### src/hw/rtl/dtnp_pkg.sv
// ----------------------------------------------------------------------------
// dtnp_pkg: shared definitions for the decimal text number parser
// Character codes, limits, configuration register indexes and the structs
// that pass between the pipeline stages.
// ----------------------------------------------------------------------------
package dtnp_pkg;

    // ASCII codes
    localparam logic [7:0] CHAR_ZERO  = 8'h30;
    localparam logic [7:0] CHAR_NINE  = 8'h39;
    localparam logic [7:0] CHAR_DOT   = 8'h2E;
    localparam logic [7:0] CHAR_MINUS = 8'h2D;

    localparam int MANT_WIDTH  = 64;
    localparam int PROD_WIDTH  = MANT_WIDTH + 4;
    localparam int FRAC_WIDTH  = 5;
    localparam int COUNT_WIDTH = 16;
    localparam int CFG_INDEX_WIDTH = 1;
    localparam int CFG_DATA_WIDTH  = 1;

    localparam logic [MANT_WIDTH-1:0] MANT_LIMIT = {1'b0, {(MANT_WIDTH-1){1'b1}}};
    localparam logic [FRAC_WIDTH-1:0] MAX_FRACTION_DIGITS = 5'd18;
    localparam logic [COUNT_WIDTH-1:0] COUNT_MAX = {COUNT_WIDTH{1'b1}};

    typedef enum logic [CFG_INDEX_WIDTH-1:0] {
        REG_REAL_MODE   = 1'b0,
        REG_GOBBLE_MODE = 1'b1
    } cfg_reg_t;

    typedef logic [COUNT_WIDTH-1:0] count_t;

    // One input character as held in the input register
    typedef struct packed {
        logic [7:0] text_char;
        logic       string_end;
    } char_item_t;

    // Finished parse before sign handling
    typedef struct packed {
        logic                  parse_ok;
        logic                  real_mode;
        logic                  is_negative;
        logic [MANT_WIDTH-1:0] magnitude;
        logic [FRAC_WIDTH-1:0] fraction_digits;
        count_t                chars_consumed;
        logic                  hit_string_end;
    } raw_result_t;

endpackage

### src/hw/rtl/dtnp_char_if.sv
// ----------------------------------------------------------------------------
// dtnp_char_if: character stream channel
// Valid/ready channel carrying one text character and its end-of-string mark.
// ----------------------------------------------------------------------------
interface dtnp_char_if;
    logic       valid;
    logic       ready;
    logic [7:0] text_char;
    logic       string_end;

    modport source (output valid, output text_char, output string_end, input ready);
    modport sink   (input valid, input text_char, input string_end, output ready);
endinterface

### src/hw/rtl/dtnp_result_if.sv
// ----------------------------------------------------------------------------
// dtnp_result_if: parse result channel
// Valid/ready channel carrying one parsed number and its status.
// ----------------------------------------------------------------------------
interface dtnp_result_if;
    logic               valid;
    logic               ready;
    logic               parse_ok;
    logic signed [63:0] mantissa;
    logic [4:0]         fraction_digits;
    logic [15:0]        chars_consumed;
    logic               hit_string_end;

    modport source (
        output valid, output parse_ok, output mantissa, output fraction_digits,
        output chars_consumed, output hit_string_end, input ready
    );
    modport sink (
        input valid, input parse_ok, input mantissa, input fraction_digits,
        input chars_consumed, input hit_string_end, output ready
    );
endinterface

### src/hw/rtl/dtnp_char_stage.sv
// ----------------------------------------------------------------------------
// dtnp_char_stage: input register
// Registers each character transfer before it reaches the parse logic.
// ----------------------------------------------------------------------------
module dtnp_char_stage (
    input  logic                 clk,
    input  logic                 rst_n,
    dtnp_char_if.sink            char_ch,
    output logic                 item_valid,
    input  logic                 item_ready,
    output dtnp_pkg::char_item_t item
);

    logic                 valid_reg;
    dtnp_pkg::char_item_t item_reg;
    logic                 load;

    assign char_ch.ready = !valid_reg || item_ready;
    assign load          = char_ch.valid && char_ch.ready;

    always_ff @(posedge clk or negedge rst_n)
    begin
        if (!rst_n)
        begin
            valid_reg <= 1'b0;
        end
        else if (char_ch.ready)
        begin
            valid_reg <= char_ch.valid;
        end
    end

    always_ff @(posedge clk)
    begin
        if (load)
        begin
            item_reg.text_char  <= char_ch.text_char;
            item_reg.string_end <= char_ch.string_end;
        end
    end

    assign item_valid = valid_reg;
    assign item       = item_reg;

endmodule

### src/hw/rtl/dtnp_parse_core.sv
// ----------------------------------------------------------------------------
// dtnp_parse_core: per-character parse state
// Folds one character per cycle into the running parse while the raw result is
// not held downstream, and registers the finished parse when the number ends.
// ----------------------------------------------------------------------------
module dtnp_parse_core (
    input  logic                  clk,
    input  logic                  rst_n,
    input  logic                  real_mode,
    input  logic                  gobble_mode,
    input  logic                  item_valid,
    output logic                  item_ready,
    input  dtnp_pkg::char_item_t  item,
    output logic                  raw_valid,
    input  logic                  raw_ready,
    output dtnp_pkg::raw_result_t raw
);

    logic [dtnp_pkg::MANT_WIDTH-1:0] acc_reg, acc_next;
    logic [dtnp_pkg::FRAC_WIDTH-1:0] frac_reg, frac_next;
    logic                            neg_reg, neg_next;
    logic                            point_reg, point_next;
    logic                            seen_reg, seen_next;
    logic                            bad_reg, bad_next;
    dtnp_pkg::count_t                pos_reg, pos_next;
    logic                            raw_valid_reg;
    dtnp_pkg::raw_result_t           raw_reg, raw_next;

    logic                            take;
    logic                            finish;
    logic                            is_digit;
    logic [3:0]                      digit;
    logic [dtnp_pkg::PROD_WIDTH-1:0] acc_wide;
    logic [dtnp_pkg::PROD_WIDTH-1:0] prod;
    logic                            prod_ovf;

    assign item_ready = !raw_valid_reg || raw_ready;
    assign take       = item_valid && item_ready;

    // acc * 10 + digit as shift-and-add; anything at or above bit 63 overflows
    assign is_digit = (item.text_char >= dtnp_pkg::CHAR_ZERO) &&
                      (item.text_char <= dtnp_pkg::CHAR_NINE);
    assign digit    = 4'(item.text_char - dtnp_pkg::CHAR_ZERO);
    assign acc_wide = {4'b0, acc_reg};
    assign prod     = (acc_wide << 3) + (acc_wide << 1) +
                      {{(dtnp_pkg::PROD_WIDTH-4){1'b0}}, digit};
    assign prod_ovf = |prod[dtnp_pkg::PROD_WIDTH-1:dtnp_pkg::MANT_WIDTH-1];

    always_comb
    begin
        acc_next   = acc_reg;
        frac_next  = frac_reg;
        neg_next   = neg_reg;
        point_next = point_reg;
        seen_next  = seen_reg;
        bad_next   = bad_reg;
        finish     = 1'b0;
        pos_next   = (pos_reg != dtnp_pkg::COUNT_MAX) ? pos_reg + 1'b1 : pos_reg;

        if (is_digit)
        begin
            seen_next = 1'b1;
            if (!real_mode)
            begin
                acc_next = {32'b0, prod[31:0]};
            end
            else if (!point_reg)
            begin
                acc_next = prod_ovf ? dtnp_pkg::MANT_LIMIT
                                    : prod[dtnp_pkg::MANT_WIDTH-1:0];
            end
            else if ((frac_reg < dtnp_pkg::MAX_FRACTION_DIGITS) && !prod_ovf)
            begin
                acc_next  = prod[dtnp_pkg::MANT_WIDTH-1:0];
                frac_next = frac_reg + 1'b1;
            end
        end
        else if (real_mode && !point_reg && (item.text_char == dtnp_pkg::CHAR_DOT))
        begin
            point_next = 1'b1;
        end
        else if ((pos_reg == '0) && (item.text_char == dtnp_pkg::CHAR_MINUS))
        begin
            neg_next = 1'b1;
        end
        else if (gobble_mode)
        begin
            finish = 1'b1;
        end
        else
        begin
            bad_next = 1'b1;
        end

        if (item.string_end)
        begin
            finish = 1'b1;
        end

        raw_next.parse_ok        = seen_next && !bad_next;
        raw_next.real_mode       = real_mode;
        raw_next.is_negative     = neg_next;
        raw_next.magnitude       = raw_next.parse_ok ? acc_next : '0;
        raw_next.fraction_digits = raw_next.parse_ok ? frac_next : '0;
        raw_next.chars_consumed  = pos_next;
        raw_next.hit_string_end  = item.string_end;
    end

    always_ff @(posedge clk or negedge rst_n)
    begin
        if (!rst_n)
        begin
            acc_reg       <= '0;
            frac_reg      <= '0;
            neg_reg       <= 1'b0;
            point_reg     <= 1'b0;
            seen_reg      <= 1'b0;
            bad_reg       <= 1'b0;
            pos_reg       <= '0;
            raw_valid_reg <= 1'b0;
        end
        else
        begin
            if (item_ready)
            begin
                raw_valid_reg <= take && finish;
            end
            if (take)
            begin
                if (finish)
                begin
                    // start the next parse from scratch
                    acc_reg   <= '0;
                    frac_reg  <= '0;
                    neg_reg   <= 1'b0;
                    point_reg <= 1'b0;
                    seen_reg  <= 1'b0;
                    bad_reg   <= 1'b0;
                    pos_reg   <= '0;
                end
                else
                begin
                    acc_reg   <= acc_next;
                    frac_reg  <= frac_next;
                    neg_reg   <= neg_next;
                    point_reg <= point_next;
                    seen_reg  <= seen_next;
                    bad_reg   <= bad_next;
                    pos_reg   <= pos_next;
                end
            end
        end
    end

    always_ff @(posedge clk)
    begin
        if (take && finish)
        begin
            raw_reg <= raw_next;
        end
    end

    assign raw_valid = raw_valid_reg;
    assign raw       = raw_reg;

endmodule

### src/hw/rtl/dtnp_result_stage.sv
// ----------------------------------------------------------------------------
// dtnp_result_stage: output register
// Applies the sign and the integer-mode 32-bit wrap, then holds the result
// for the downstream transfer.
// ----------------------------------------------------------------------------
module dtnp_result_stage (
    input  logic                  clk,
    input  logic                  rst_n,
    input  logic                  raw_valid,
    output logic                  raw_ready,
    input  dtnp_pkg::raw_result_t raw,
    dtnp_result_if.source         result_ch
);

    logic                            valid_reg;
    logic                            ok_reg;
    logic signed [63:0]              mant_reg, mant_next;
    logic [dtnp_pkg::FRAC_WIDTH-1:0] frac_reg;
    logic [15:0]                     count_reg;
    logic                            end_reg;
    logic [dtnp_pkg::MANT_WIDTH-1:0] signed_mag;

    assign raw_ready = !valid_reg || result_ch.ready;

    always_comb
    begin
        signed_mag = raw.is_negative ? ('0 - raw.magnitude) : raw.magnitude;
        if (raw.real_mode)
        begin
            mant_next = signed_mag;
        end
        else
        begin
            mant_next = {{32{signed_mag[31]}}, signed_mag[31:0]};
        end
    end

    always_ff @(posedge clk or negedge rst_n)
    begin
        if (!rst_n)
        begin
            valid_reg <= 1'b0;
        end
        else if (raw_ready)
        begin
            valid_reg <= raw_valid;
        end
    end

    always_ff @(posedge clk)
    begin
        if (raw_valid && raw_ready)
        begin
            ok_reg    <= raw.parse_ok;
            mant_reg  <= mant_next;
            frac_reg  <= raw.fraction_digits;
            count_reg <= 16'(raw.chars_consumed);
            end_reg   <= raw.hit_string_end;
        end
    end

    assign result_ch.valid           = valid_reg;
    assign result_ch.parse_ok        = ok_reg;
    assign result_ch.mantissa        = mant_reg;
    assign result_ch.fraction_digits = frac_reg;
    assign result_ch.chars_consumed  = count_reg;
    assign result_ch.hit_string_end  = end_reg;

endmodule

### src/hw/rtl/decimal_text_number_parser.sv
// ----------------------------------------------------------------------------
// decimal_text_number_parser: streaming ASCII decimal number parser
// Parses signed integer or real decimal numbers from a character stream and
// emits mantissa, fraction digit count and consumed-character count.
//
//   channel    dir   payload                                    rate
//   char_ch    in    text_char[8], string_end                   1 char / cycle, unless stalled
//   result_ch  out   parse_ok, mantissa[64] signed,             <= 1 per char
//                    fraction_digits[5], chars_consumed[16],
//                    hit_string_end
//   cfg_*      in    index 0 real_mode, index 1 gobble_mode     write only
//
// One character transfer per cycle sustained while result_ch is not stalled.
// A result becomes valid once the character that ends the number has passed
// each register in order: its transfer loads the input register, the parse
// state update (one multiply-by-ten shift-add and overflow check) loads the
// raw result, and the sign-handled result then loads the output register.
// Reset clears the parse state, the mode registers and all valid flags.
// A stall on result_ch backs up through each register stage in turn; every
// stage still takes a new transfer while its own content drains.
// ----------------------------------------------------------------------------
module decimal_text_number_parser (
    input  logic                                 clk,
    input  logic                                 rst_n,
    dtnp_char_if.sink                            char_ch,
    dtnp_result_if.source                        result_ch,
    input  logic                                 cfg_wr_en,
    input  logic [dtnp_pkg::CFG_INDEX_WIDTH-1:0] cfg_index,
    input  logic [dtnp_pkg::CFG_DATA_WIDTH-1:0]  cfg_data
);

    // Mode registers
    logic real_mode_reg;
    logic gobble_mode_reg;

    // Input register to parse core
    logic                  item_valid;
    logic                  item_ready;
    dtnp_pkg::char_item_t  item;

    // Parse core to output register
    logic                  raw_valid;
    logic                  raw_ready;
    dtnp_pkg::raw_result_t raw;

    // Configuration writes; user must only issue them while parser is idle, unenforced
    always_ff @(posedge clk or negedge rst_n)
    begin
        if (!rst_n)
        begin
            real_mode_reg   <= 1'b0;
            gobble_mode_reg <= 1'b0;
        end
        else if (cfg_wr_en)
        begin
            unique case (dtnp_pkg::cfg_reg_t'(cfg_index))
                dtnp_pkg::REG_REAL_MODE:   real_mode_reg   <= cfg_data[0];
                dtnp_pkg::REG_GOBBLE_MODE: gobble_mode_reg <= cfg_data[0];
                default:                   real_mode_reg   <= real_mode_reg;
            endcase
        end
    end

    // Register each incoming character
    dtnp_char_stage u_char_stage (
        .clk        (clk),
        .rst_n      (rst_n),
        .char_ch    (char_ch),
        .item_valid (item_valid),
        .item_ready (item_ready),
        .item       (item)
    );

    // Advance the running parse; a finished number drops into the raw result
    dtnp_parse_core u_parse_core (
        .clk         (clk),
        .rst_n       (rst_n),
        .real_mode   (real_mode_reg),
        .gobble_mode (gobble_mode_reg),
        .item_valid  (item_valid),
        .item_ready  (item_ready),
        .item        (item),
        .raw_valid   (raw_valid),
        .raw_ready   (raw_ready),
        .raw         (raw)
    );

    // Sign the magnitude, wrap integer results to 32 bits, hold for transfer
    dtnp_result_stage u_result_stage (
        .clk       (clk),
        .rst_n     (rst_n),
        .raw_valid (raw_valid),
        .raw_ready (raw_ready),
        .raw       (raw),
        .result_ch (result_ch)
    );

endmodule

### src/flat_wrapper.sv
// flat-port wrapper written by rule: the top's interface ports become plain ports
module decimal_text_number_parser_flat 
  (clk, rst_n, cfg_wr_en, cfg_index, cfg_data, char_ch_valid, char_ch_text_char, char_ch_string_end, char_ch_ready, result_ch_valid, result_ch_parse_ok, result_ch_mantissa, result_ch_fraction_digits, result_ch_chars_consumed, result_ch_hit_string_end, result_ch_ready);
  dtnp_char_if char_ch_i ();
  dtnp_result_if result_ch_i ();
  input  logic clk;
  input  logic rst_n;
  input  logic cfg_wr_en;
  input  logic [dtnp_pkg::CFG_INDEX_WIDTH-1:0] cfg_index;
  input  logic [dtnp_pkg::CFG_DATA_WIDTH-1:0] cfg_data;
  input wire logic [$bits(char_ch_i.valid)-1:0] char_ch_valid;
  input wire logic [$bits(char_ch_i.text_char)-1:0] char_ch_text_char;
  input wire logic [$bits(char_ch_i.string_end)-1:0] char_ch_string_end;
  output wire logic [$bits(char_ch_i.ready)-1:0] char_ch_ready;
  output wire logic [$bits(result_ch_i.valid)-1:0] result_ch_valid;
  output wire logic [$bits(result_ch_i.parse_ok)-1:0] result_ch_parse_ok;
  output wire logic [$bits(result_ch_i.mantissa)-1:0] result_ch_mantissa;
  output wire logic [$bits(result_ch_i.fraction_digits)-1:0] result_ch_fraction_digits;
  output wire logic [$bits(result_ch_i.chars_consumed)-1:0] result_ch_chars_consumed;
  output wire logic [$bits(result_ch_i.hit_string_end)-1:0] result_ch_hit_string_end;
  input wire logic [$bits(result_ch_i.ready)-1:0] result_ch_ready;
  assign char_ch_i.valid = char_ch_valid;
  assign char_ch_i.text_char = char_ch_text_char;
  assign char_ch_i.string_end = char_ch_string_end;
  assign char_ch_ready = char_ch_i.ready;
  assign result_ch_valid = result_ch_i.valid;
  assign result_ch_parse_ok = result_ch_i.parse_ok;
  assign result_ch_mantissa = result_ch_i.mantissa;
  assign result_ch_fraction_digits = result_ch_i.fraction_digits;
  assign result_ch_chars_consumed = result_ch_i.chars_consumed;
  assign result_ch_hit_string_end = result_ch_i.hit_string_end;
  assign result_ch_i.ready = result_ch_ready;
  decimal_text_number_parser u_core (.clk(clk), .rst_n(rst_n), .char_ch(char_ch_i), .result_ch(result_ch_i), .cfg_wr_en(cfg_wr_en), .cfg_index(cfg_index), .cfg_data(cfg_data));
endmodule
### config.mk
export PLATFORM = sky130hd
export DESIGN_NAME = decimal_text_number_parser_flat
export DESIGN_NICKNAME = d
export VERILOG_FILES = /design/src/hw/rtl/dtnp_pkg.sv /design/src/hw/rtl/dtnp_char_if.sv /design/src/hw/rtl/dtnp_result_if.sv /design/src/hw/rtl/dtnp_char_stage.sv /design/src/hw/rtl/dtnp_parse_core.sv /design/src/hw/rtl/dtnp_result_stage.sv /design/src/hw/rtl/decimal_text_number_parser.sv /design/src/flat_wrapper.sv
export SDC_FILE = /design/constraint.sdc
export NUM_CORES = 1
export LEC_CHECK = 0
export BUFFER_PORTS_ARGS = -buffer_cell sky130_fd_sc_hd__buf_2
export CAP_MARGIN = 40
export CORE_MARGIN = 8
export CORE_UTILIZATION = 57
export CTS_BUF_LIST = sky130_fd_sc_hd__clkbuf_8
export CTS_CLUSTER_DIAMETER = 50
export DETAILED_ROUTE_END_ITERATION = 7
export GPL_TIMING_DRIVEN = 0
export MAX_ROUTING_LAYER = met4
export PLACE_DENSITY = 0.84
export SYNTH_ARGS = -nofsm -noshare
export SYNTH_HDL_FRONTEND = slang
export SYNTH_SLANG_ARGS = --single-unit
### constraint.sdc
create_clock -name clk -period 5.7 [get_ports clk]
set_clock_uncertainty 0.2 [all_clocks]
set_input_delay 1.71 -clock clk [delete_from_list [all_inputs] [get_ports clk]]
set_output_delay 1.71 -clock clk [all_outputs]
set_load 0.02 [all_outputs]
== Word level (Yosys, flattened, before mapping) ==
Cells that the tools add are included.

* Output and inout port bits: 89
* Word-level logic and storage cells: 99
* Flip-flop bits (word level): 279

* Equal/unequal tests: 4
* Magnitude comparators: 3
* Reductions and logical operators: 25
* Bitwise operators: 1
* Mux-type cells: 34
* Add/sub/neg operators: 6

{| class="wikitable"
|+ Operator list
! cell !! count
|-
| 64-bit 2-to-1 mux || 8
|-
| 67-bit by 65-bit adder with 68-bit output || 1
|-
| 68-bit by 4-bit adder with 68-bit output || 1
|-
| 1-bit by 64-bit subtractor with 64-bit output (first input constant) || 1
|-
| 16-bit 2-to-1 mux || 2
|-
| 5-bit 2-to-1 mux || 5
|-
| 1-bit 2-to-1 mux || 19
|-
| 16-bit by 1-bit adder with 16-bit output (second input constant) || 1
|-
| 8-bit by 6-bit equality test with 1-bit output (second input constant) || 2
|-
| 16-bit logical NOT || 1
|-
| 16-bit != test (second input constant) || 1
|-
| 1-bit logical AND || 10
|-
| 8-bit by 6-bit greater-or-equal comparator with 1-bit output (second input constant) || 1
|-
| 8-bit by 6-bit less-or-equal comparator with 1-bit output (second input constant) || 1
|-
| 1-bit logical NOT || 6
|-
| 5-bit by 1-bit adder with 5-bit output (second input constant) || 1
|-
| 5-bit less-than comparator (second input constant) || 1
|-
| 5-bit OR reduction || 1
|-
| 2-bit AND reduction || 2
|-
| 4-bit by 1-bit subtractor with 4-bit output (second input constant) || 1
|-
| 1-bit logical OR || 3
|-
| 3-bit AND reduction || 1
|-
| 2-bit != test (second input constant) || 1
|-
| 2-bit nonzero test || 1
|-
| 1-bit NOT || 1
|}

== Longest topological paths before layout ==
Gate-level depths: netlist (run 1).

* Depth in word-level cells: 10
* Mapped depth: 17
* Mapped depth without buffers: 15

== Cells and area by module ==
A second synthesis (run 1) with hierarchy kept.

* Cell total of the unflattened synthesis: 1767
* Area, all modules: 17759.5 µm²

{| class="wikitable"
|+ Modules (own cells, without submodules)
! module !! seq. area each (µm²) !! cells an instance !! instances !! area each (µm²)
|-
| dtnp_parse_core || 4924.7 || 1384 || 1 || 12837.3
|-
| dtnp_result_stage || 2637.5 || 364 || 1 || 4511.8
|-
| dtnp_char_stage || 295.3 || 13 || 1 || 324.1
|-
| decimal_text_number_parser || 50.0 || 6 || 1 || 86.3
|}

== Least setup slack after synthesis (run 1) ==
Ideal clock, no wire load.

* Kind: input port to flip-flop
* Start point: in result_ch_ready
* End point: reg u_core.u_parse_core.acc_reg[44] (netlist bit)
* Arrival: 5451 ps
* Stages: 9
* Buffers on the path: 1
* Data required time: 5433 ps
* Slack: -19 ps
* Library setup time: 67 ps
* Cell sequence: nor2b_1 -> nand2_1 -> and2_1 -> clkbuf_1 -> nand2_1 -> clkinv_1 -> nor2_1 -> a21o_1 -> a32o_1

* Word-level cells in the longest chain between the ends: 3

{| class="wikitable"
|+ Ends and longest elaborated chain
! item !! line !! source
|-
| start, declared || flat_wrapper.sv:21 || <nowiki>input wire logic [$bits(result_ch_i.ready)-1:0] result_ch_ready;</nowiki>
|-
| 1-bit logical OR || dtnp_result_stage.sv:23 || <nowiki>assign raw_ready = !valid_reg || result_ch.ready;</nowiki>
|-
| 1-bit logical OR || dtnp_parse_core.sv:37 || <nowiki>assign item_ready = !raw_valid_reg || raw_ready;</nowiki>
|-
| 1-bit logical AND || dtnp_parse_core.sv:38 || <nowiki>assign take = item_valid && item_ready;</nowiki>
|-
| end signal, assigned || dtnp_parse_core.sv:143 || <nowiki>acc_reg <= acc_next;</nowiki>
|-
| end, declared || dtnp_parse_core.sv:19 || <nowiki>logic [dtnp_pkg::MANT_WIDTH-1:0] acc_reg, acc_next;</nowiki>
|}

No other way between the ends.
A chain may end at the register's enable or synchronous reset.

== Worst setup path in the final report (run 1) ==
* Start point: reg u_core.u_char_stage.item_reg, in the netlist u_core.u_char_stage.item[4]
* End point: reg u_core.u_parse_core.raw_reg, in the netlist u_core.u_parse_core.raw[40], data pin

* Word-level cells in the longest chain between the ends: 9

{| class="wikitable"
|+ Ends and longest elaborated chain
! item !! line !! source
|-
| start, declared || dtnp_char_stage.sv:15 || <nowiki>dtnp_pkg::char_item_t item_reg;</nowiki>
|-
| 4-bit by 1-bit subtractor with 4-bit output || dtnp_parse_core.sv:43 || <nowiki>assign digit = 4'(item.text_char - dtnp_pkg::CHAR_ZERO);</nowiki>
|-
| 68-bit by 4-bit adder with 68-bit output || dtnp_parse_core.sv:45 || <nowiki>assign prod = (acc_wide << 3) + (acc_wide << 1) +</nowiki>
|-
| 5-bit OR reduction || dtnp_parse_core.sv:47 || <nowiki>assign prod_ovf = |prod[dtnp_pkg::PROD_WIDTH-1:dtnp_pkg::MANT_WIDTH-1];</nowiki>
|-
| 1-bit logical NOT || dtnp_parse_core.sv:72 || <nowiki>else if ((frac_reg < dtnp_pkg::MAX_FRACTION_DIGITS) && !prod_ovf)</nowiki>
|-
| 1-bit logical AND || dtnp_parse_core.sv:72 ||
|-
| 64-bit 2-to-1 mux || dtnp_parse_core.sv:72 ||
|-
| 64-bit 2-to-1 mux || dtnp_parse_core.sv:67 || <nowiki>else if (!point_reg)</nowiki>
|-
| 64-bit 2-to-1 mux || dtnp_parse_core.sv:63 || <nowiki>if (!real_mode)</nowiki>
|-
| 64-bit 2-to-1 mux || dtnp_parse_core.sv:60 || <nowiki>if (is_digit)</nowiki>
|-
| end signal, assigned || dtnp_parse_core.sv:159 || <nowiki>raw_reg <= raw_next;</nowiki>
|-
| end, declared || dtnp_parse_core.sv:27 || <nowiki>dtnp_pkg::raw_result_t raw_reg, raw_next;</nowiki>
|}

Several ways; a longest one is shown, not always the timed one.

==> metrics.txt, run 1 <==
Arrival @ worst endpoint 5.59 ns; via/cell ratio 6.59; final WL 49800 um; clk_lat worst skew 0.56 ns; first-pass GRT wire length 77600 um; WL met2 22600 um; Synth cell types 70; Total Power 0.00520 W; DRC Markers 0; most frequent cells in the layout a21oi_1 (186), edfxtp_1 (185), nand2_1 (133), ha_1 (131), buf_2 (117); Fmax 0.182 GHz; Worst EP required 5.78 ns; fraction of synthesized cell area in xor and xnor cells 6.92%; min-delay worst type register to register; initial drt markers 2064; outcome completed; worst slew pin tran 0.823 ns; register area 0.00791 mm2; Pleak 8.16 nW; CTS tree yes; Syn Nets 1845; total vias in the final route 15.0k; number of diodes 0; die width 190 um; fin crit share 96.6%; # setup viols final 0; ys flop type edfxtp_1; synthesized area 0.0173 mm2; critical path class register to register; met3 WL post-DR 5080 um; share of layout cells above drive strength 1 15.1%; worst r2r src u_core.u_char_stage.item[4]; CP Launch Type register; post-detailed-route count of antenna-violating nets 0; Post-DP Area 0.0184 mm2; area grow syn2layout 11.6%; port bufs 104; crit end category register; initial antenna violation count 0; DR WL/cell 21.9 um; core outline area 0.0303 mm2; worst reg2reg setup slack 0.19 ns; design area 0.0194 mm2; syn avg cell area 10.2 um2; crit path time final 5.51 ns; Setup TNS Final 0 ns; Filler cells 2318; reg-to-reg critical path endpoint u_core.u_parse_core.raw[40]; GRT Total Usage 27.2%; maximum vdd drop 162 uV; Worst Hold End u_core.u_result_stage.result_ch.chars_consumed[1]; max reg flops 89; placed wire-length estimate 37400 um; Clock Path Buffers 3; Hold Vio Cnt, Final 0; # rows 64; Min-Delay Startpoint u_core.u_parse_core.raw[2]; unrepaired setup endpoints after global routing false; FF+latch count, synth 279; Layout Nets 1998; largest family of logic cells by synthesized area compound AO/OA/AOI/OAI gates; Reg clk slew, reported paths 0.07 ns; pin count of the biggest net entering global routing 96; Die ar. 0.0363 mm2; highest routing layer actually used met4; Cells after Synth 1696; multiplexer share of the synthesized area 0.252%; PD cells 269 mW/mm2; routability cong. 0.972; fraction of registers with async set/reset 33.7%; wire length on met1 20700 um; hold-critical path depth 0; largest fanout on the critical path 10; I/O pin count 105; # H-tree levels 2; commonest non-fill, non-tap cell in the layout a21oi_1; Die H 190 um; CTS root buffer clkbuf_8; footprint of the multi-input gates 0.00899 mm2; Post-Synth Simple-Gate Area 13.3%; Initial Util 57.3%; compound-gate portion of the synthesized area 21.4%; number of global-route vias before repair 14.4k; Slew headroom 45.2%; synth warn 0; global route total overflow 0; Max Slew Vio Count 0; EDFF count, synth 185; Adder-Cell Fraction of Synth Area 9.68%; sequential area share after synthesis 45.6%; DRT Pass-1 Iters 5; Max Cap Violations 0; Inserted Clock Buffers 43; Sink Count 279; worst reg2reg path depth 15
## how the worst max path moves through the flow
stage	depth (start not counted)	startpoint	to	slack, ns
6_report	15	u_core.u_char_stage.item[4]	u_core.u_parse_core.raw[40]	0.19
5_1_grt	16	u_core.u_char_stage.item[4]	u_core.u_parse_core.raw[81]	0.008
4_1_cts	15	u_core.u_char_stage.item[4]	u_core.u_parse_core.raw[40]	0.009
3_5_place_dp	15	u_core.u_parse_core.acc_reg[47]	u_core.u_parse_core.raw[42]	-0.41
3_3_place_gp	15	u_core.u_parse_core.acc_reg[46]	u_core.u_parse_core.raw[43]	-0.44
2_1_floorplan	9	result_ch_ready	u_core.u_parse_core.acc_reg[44]	1.18
## worst max-delay path, stage by stage, from the launching register on
cell and delay (ns):
edfxtp_1 0.52, fa_1 0.57, inv_1 0.07, fa_1 0.47
nand2b_1 0.19, a21oi_1 0.25, o21ai_0 0.19, a31o_2 0.26
a21oi_1 0.49, and3_1 0.27, o21ai_1 0.07, a21oi_2 0.32
nand3_1 0.34, a21o_1 0.37, clkbuf_1 0.30, o221a_2 0.35
## cells in the mapped netlist (9+ instances only)
cell type    n  share of area, %
inv_1       36              0.78
o21a_1       9              0.39
clkbuf_1    74               1.6
a21oi_1    187               5.4
a21o_1      33               1.4
ha_1       131               9.4
nand2_1    133               2.9
buf_2       14              0.40
o21bai_1     9              0.39
xnor2_1     66               3.3
o221a_2     64               4.2
nand2b_1    12              0.43
a31oi_1     37               1.3
dfrtp_1     94                14
nor2_1     108               2.3
o211ai_1    16              0.69
xor2_1      71               3.6
edfxtp_1   185                32
nor3_1      49               1.4
nand3_1     18              0.52
or3_1       13              0.47
nor4_1      12              0.43
a211oi_1    11              0.48
o21ai_1     19              0.55
o31ai_1     20              0.87
nand4_1     45               1.6
o21ai_0     95               2.7
and3_1      12              0.43
## power breakdown
part	leakage, nW	internal, W	switching, W
Combinational	4.57	0.000284	0.000632
Clock	0.507	0.000898	0.000795
Sequential	3.09	0.00245	0.000140
Total	8.16	0.00364	0.00157
## metal layers
layer / track usage (%) / vias up
met1: 36.8 / 7196
met4: 8.59 / 0
met3: 3.69 / 102
li1: - / 6806
met2: 42.1 / 908
met5: - / -
## per-stage QoR
stage / instances / util [%] / setup slack (ns) / hold WS (ns)
global placement: 2196 / 60.7 / -0.441 / 0.202
global route: 2279 / 64.0 / 0.00832 / 0.217
detailed placement: 2198 / 60.9 / -0.409 / 0.205
floorplan: 1696 / - / 1.18 / 0.200
CTS: 2277 / 63.8 / 0.00914 / 0.214
finish: 2279 / 64.0 / 0.192 / 0.211
## layout make-up
cell class,count,share of cell area (%)
multi-input combinational,1290,46.4
sequential,279,40.8
clock buffer,50,3.55
timing repair buffer,108,3.06
tap,396,2.56
buffer,89,1.82
clock inverter,29,0.957
inverter,38,0.763
## cells by family after synthesis
family / count (synthesis)
adder cells (fa/ha/maj): 133
buffers and inverters: 127
AND/OR/NAND/NOR: 458
XOR/XNOR: 137
multiplexers: 4
flip-flops: 279
AO/OA/AOI/OAI: 558
## timing repair
item,4_1_cts,5_1_grt
setup buffers,0,2
gates resized for setup,4,3
hold buffers,0,0
endpoints found under the setup margin,95,84
(Power assumes the default switching activity.)
==> run 2, diff against run 1 <==
==> constraint.sdc (replaced) <==
create_clock -name clk -period 6.62 [get_ports clk]
set_clock_uncertainty 0.2 [all_clocks]
set_input_delay 1.986 -clock clk [delete_from_list [all_inputs] [get_ports clk]]
set_output_delay 1.986 -clock clk [all_outputs]
set_load 0.02 [all_outputs]
==> run 2 against run 1 <==
Largest power group unchanged. Non-clock buffer count down 2. Cell area down 0.26%. Maximum frequency shrank 8.7%. Wire length is 2.4% higher. Critical path type unchanged. Die area stayed put. First-iteration DRC count decreased by 7.3%. Clock-buffer cell count fell by 7. Setup slack better by 0.40 ns. Critical path depth fell by 1. Sequential power shrank 14%.
==> metrics.txt, run 2 (synthesized netlist as in run 1, its figures left out) <==
fin crit share 91.1% (was 96.6%); # H-tree levels 2 (unchanged); Internal Pwr Total 0.00317 W (was 0.00364 W); Initial Util 57.3% (unchanged); fin cells 2275 (was 2279); final WL 51000 um (was 49800 um); share of layout cells above drive strength 1 14.6% (was 15.1%); Max Slew Vio Count 0 (unchanged); Hold-fix buffers, CTS 0 (unchanged); DRT Pass-1 Iters 5 (unchanged); Pleak 8.11 nW (was 8.16 nW); footprint of the multi-input gates 0.00895 mm2 (was 0.00899 mm2); Switching Fraction 30.2% (was 30.1%); crit-path cells ha_1 -> ha_1 -> and4_1 -> nor2b_1 -> nor4b_1 -> a211oi_1 -> nor3_2 -> o21ai_1 -> a41oi_1 -> nor3b_2 -> nand3_1 -> a21o_1 -> clkbuf_1 -> o221a_2 (was fa_1 -> inv_1 -> fa_1 -> nand2b_1 -> a21oi_1 -> o21ai_0 -> a31o_2 -> a21oi_1 -> and3_1 -> o21ai_1 -> a21oi_2 -> nand3_1 -> a21o_1 -> clkbuf_1 -> o221a_2); Comb pwr share 17.6% (about the same); Min-Delay Startpoint u_core.u_parse_core.raw[18] (was u_core.u_parse_core.raw[2]); GRT Total Usage 28.2% (was 27.2%); initial antenna violation count 0 (unchanged); PD cells 235 mW/mm2 (was 269 mW/mm2); commonest non-fill, non-tap cell in the layout a21oi_1 (unchanged); maximum vdd drop 164 uV (was 162 uV); WL met2 23100 um (was 22600 um); pin count of the biggest net entering global routing 96 (unchanged); CP Launch Type register (unchanged); Max stage delay cell, worst path nor3b_2 (was fa_1); Layout Nets 1995 (was 1998); max incr delay on CP 0.69 ns (was 0.57 ns); number of global-route vias before repair 14.5k (was 14.4k); I/O pin count 105 (unchanged); largest fanout on the critical path 10 (unchanged); Reg power frac 49.3% (was 49.8%); most frequent cells in the layout a21oi_1 (187), edfxtp_1 (185), nand2_1 (133), ha_1 (131), buf_2 (117) (was a21oi_1 (186), edfxtp_1 (185), nand2_1 (133), ha_1 (131), buf_2 (117)); placed wire-length estimate 37500 um (was 37400 um); CTS root buffer clkbuf_8 (unchanged); clk_lat worst skew 0.55 ns (was 0.56 ns); Reg clk slew, reported paths 0.07 ns (about the same); Filler cells 2316 (was 2318); crit path time final 6.03 ns (was 5.51 ns); initial drt markers 1914 (was 2064); Inserted Clock Buffers 42 (was 43); Util after Layout 63.8% (was 64.0%); Arrival @ worst endpoint 6.12 ns (was 5.59 ns); worst slew pin tran 0.905 ns (was 0.823 ns); wire length on met1 21200 um (was 20700 um); Die ar. 0.0363 mm2 (unchanged); Clk pwr share 33.1% (was 32.5%); port bufs 104 (unchanged); met3 WL post-DR 5100 um (was 5080 um); core outline area 0.0303 mm2 (unchanged); routability cong. 0.973 (was 0.972); reg-to-reg critical path endpoint u_core.u_parse_core.raw[42] (was u_core.u_parse_core.raw[40]); # rows 64 (unchanged); Worst EP required 6.71 ns (was 5.78 ns); DR WL/cell 22.4 um (was 21.9 um); cell mode on critical path ha_1; register area 0.00791 mm2 (unchanged); min-delay worst type register to register (unchanged); Inst Count DP 2198 (unchanged); highest routing layer actually used met4 (unchanged); # setup viols final 0 (unchanged); Hold Vio Cnt, Final 0 (unchanged); CTS tree yes (unchanged); DRC Markers 0 (unchanged); Slew headroom 38.8% (was 45.2%); Sink Count 279 (unchanged); Worst Hold End u_core.u_result_stage.result_ch.fraction_digits[1] (was u_core.u_result_stage.result_ch.chars_consumed[1]); worst reg2reg path depth 14 (was 15); worst r2r src u_core.u_parse_core.acc_reg[9] (was u_core.u_char_stage.item[4]); via/cell ratio 6.57 (was 6.59); Max Cap Violations 0 (unchanged); hold-critical path depth 0 (unchanged); first-pass GRT wire length 80000 um (was 77600 um); die width 190 um (unchanged); Psw 0.00137 W (was 0.00157 W); unrepaired setup endpoints after global routing false (unchanged); critical path class register to register (unchanged); total vias in the final route 15.0k (about the same); worst reg2reg setup slack 0.59 ns (was 0.19 ns); Clock Path Buffers 3 (unchanged); outcome completed (unchanged); area grow syn2layout 11.3% (was 11.6%); Die H 190 um (unchanged); number of diodes 0 (unchanged); post-detailed-route count of antenna-violating nets 0 (unchanged); max reg flops 89 (unchanged); Fmax 0.166 GHz (was 0.182 GHz); crit end category register (unchanged); global route total overflow 0 (unchanged)
[run 2: cell count changes in the layout (fill, tap and decap cells not counted), sizes merged]
| cell | delta |
|---|---|
| clkbuf | -7 |
| bufinv | +3 |
| clkinvlp | +3 |
| buf | -2 |
| clkinv | -1 |
[run 2: cell type report]
type | count | share of cell area [%]
timing repair buffer | 106 | 2.95
buffer | 89 | 1.82
inverter | 38 | 0.765
sequential | 279 | 41.0
clock inverter | 34 | 1.51
clock buffer | 43 | 3.06
multi-input combinational | 1290 | 46.4
tap | 396 | 2.57
[run 2: worst max path at each step]
stage / start / to / slack [ns] / cells past startpoint
CTS: u_core.u_parse_core.acc_reg[47] / u_core.u_parse_core.raw[43] / 0.45 / 15
finish: u_core.u_parse_core.acc_reg[9] / u_core.u_parse_core.raw[42] / 0.59 / 14
detailed placement: u_core.u_parse_core.acc_reg[46] / u_core.u_parse_core.raw[43] / 0.49 / 15
global placement: result_ch_ready / u_core.u_parse_core.acc_reg[45] / -1.24 / 10
floorplan: result_ch_ready / u_core.u_parse_core.acc_reg[44] / 0.63 / 9
global route: u_core.u_parse_core.acc_reg[47] / u_core.u_parse_core.raw[43] / 0.27 / 15
[run 2: timing repair]
item	4_1_cts	5_1_grt
hold endpoints to repair	0	0
gates resized for setup	0	1
setup endpoints to repair	0	1
setup buffers	0	0
[run 2: worst max-delay path: cells and delay by family (launching register included)]
family | cells | cell delay [ns]
buffers and inverters | 1 | 0.29
adder cells (fa/ha/maj) | 2 | 0.69
AND/OR/NAND/NOR | 6 | 2.57
flip-flops | 1 | 0.43
AO/OA/AOI/OAI | 5 | 1.58
[run 2: metal layers]
layer	GRT usage [%]	vias to the layer above
met5	-	-
li1	-	6779
met3	4.92	133
met2	43.0	923
met1	37.9	7121
met4	9.43	0
[run 2: power groups by stage]
stage	Clock, W	Combinational, W	Sequential, W
after floorplan	0	0.000395	0.00236
after global placement	0	0.000734	0.00226
after detailed placement	0	0.000776	0.00226
after CTS	0.00151	0.000790	0.00223
after global routing	0.00158	0.000858	0.00225
final	0.00150	0.000797	0.00223
[run 2: per-stage QoR]
| step | worst slack [ns] | instance area (um2) | hold slack (ns) | setup TNS [ns] | power [W] |
|---|---|---|---|---|---|
| after global routing | 0.270 | 19300 | 0.226 | 0 | 0.00468 |
| after global placement | -1.24 | 18400 | 0.201 | -51.44 | 0.00299 |
| after floorplan | 0.625 | 17300 | 0.200 | 0 | 0.00276 |
| after CTS | 0.454 | 19300 | 0.221 | 0 | 0.00452 |
| after detailed placement | 0.494 | 18400 | 0.205 | 0 | 0.00303 |
| final | 0.589 | 19300 | 0.222 | 0 | 0.00453 |
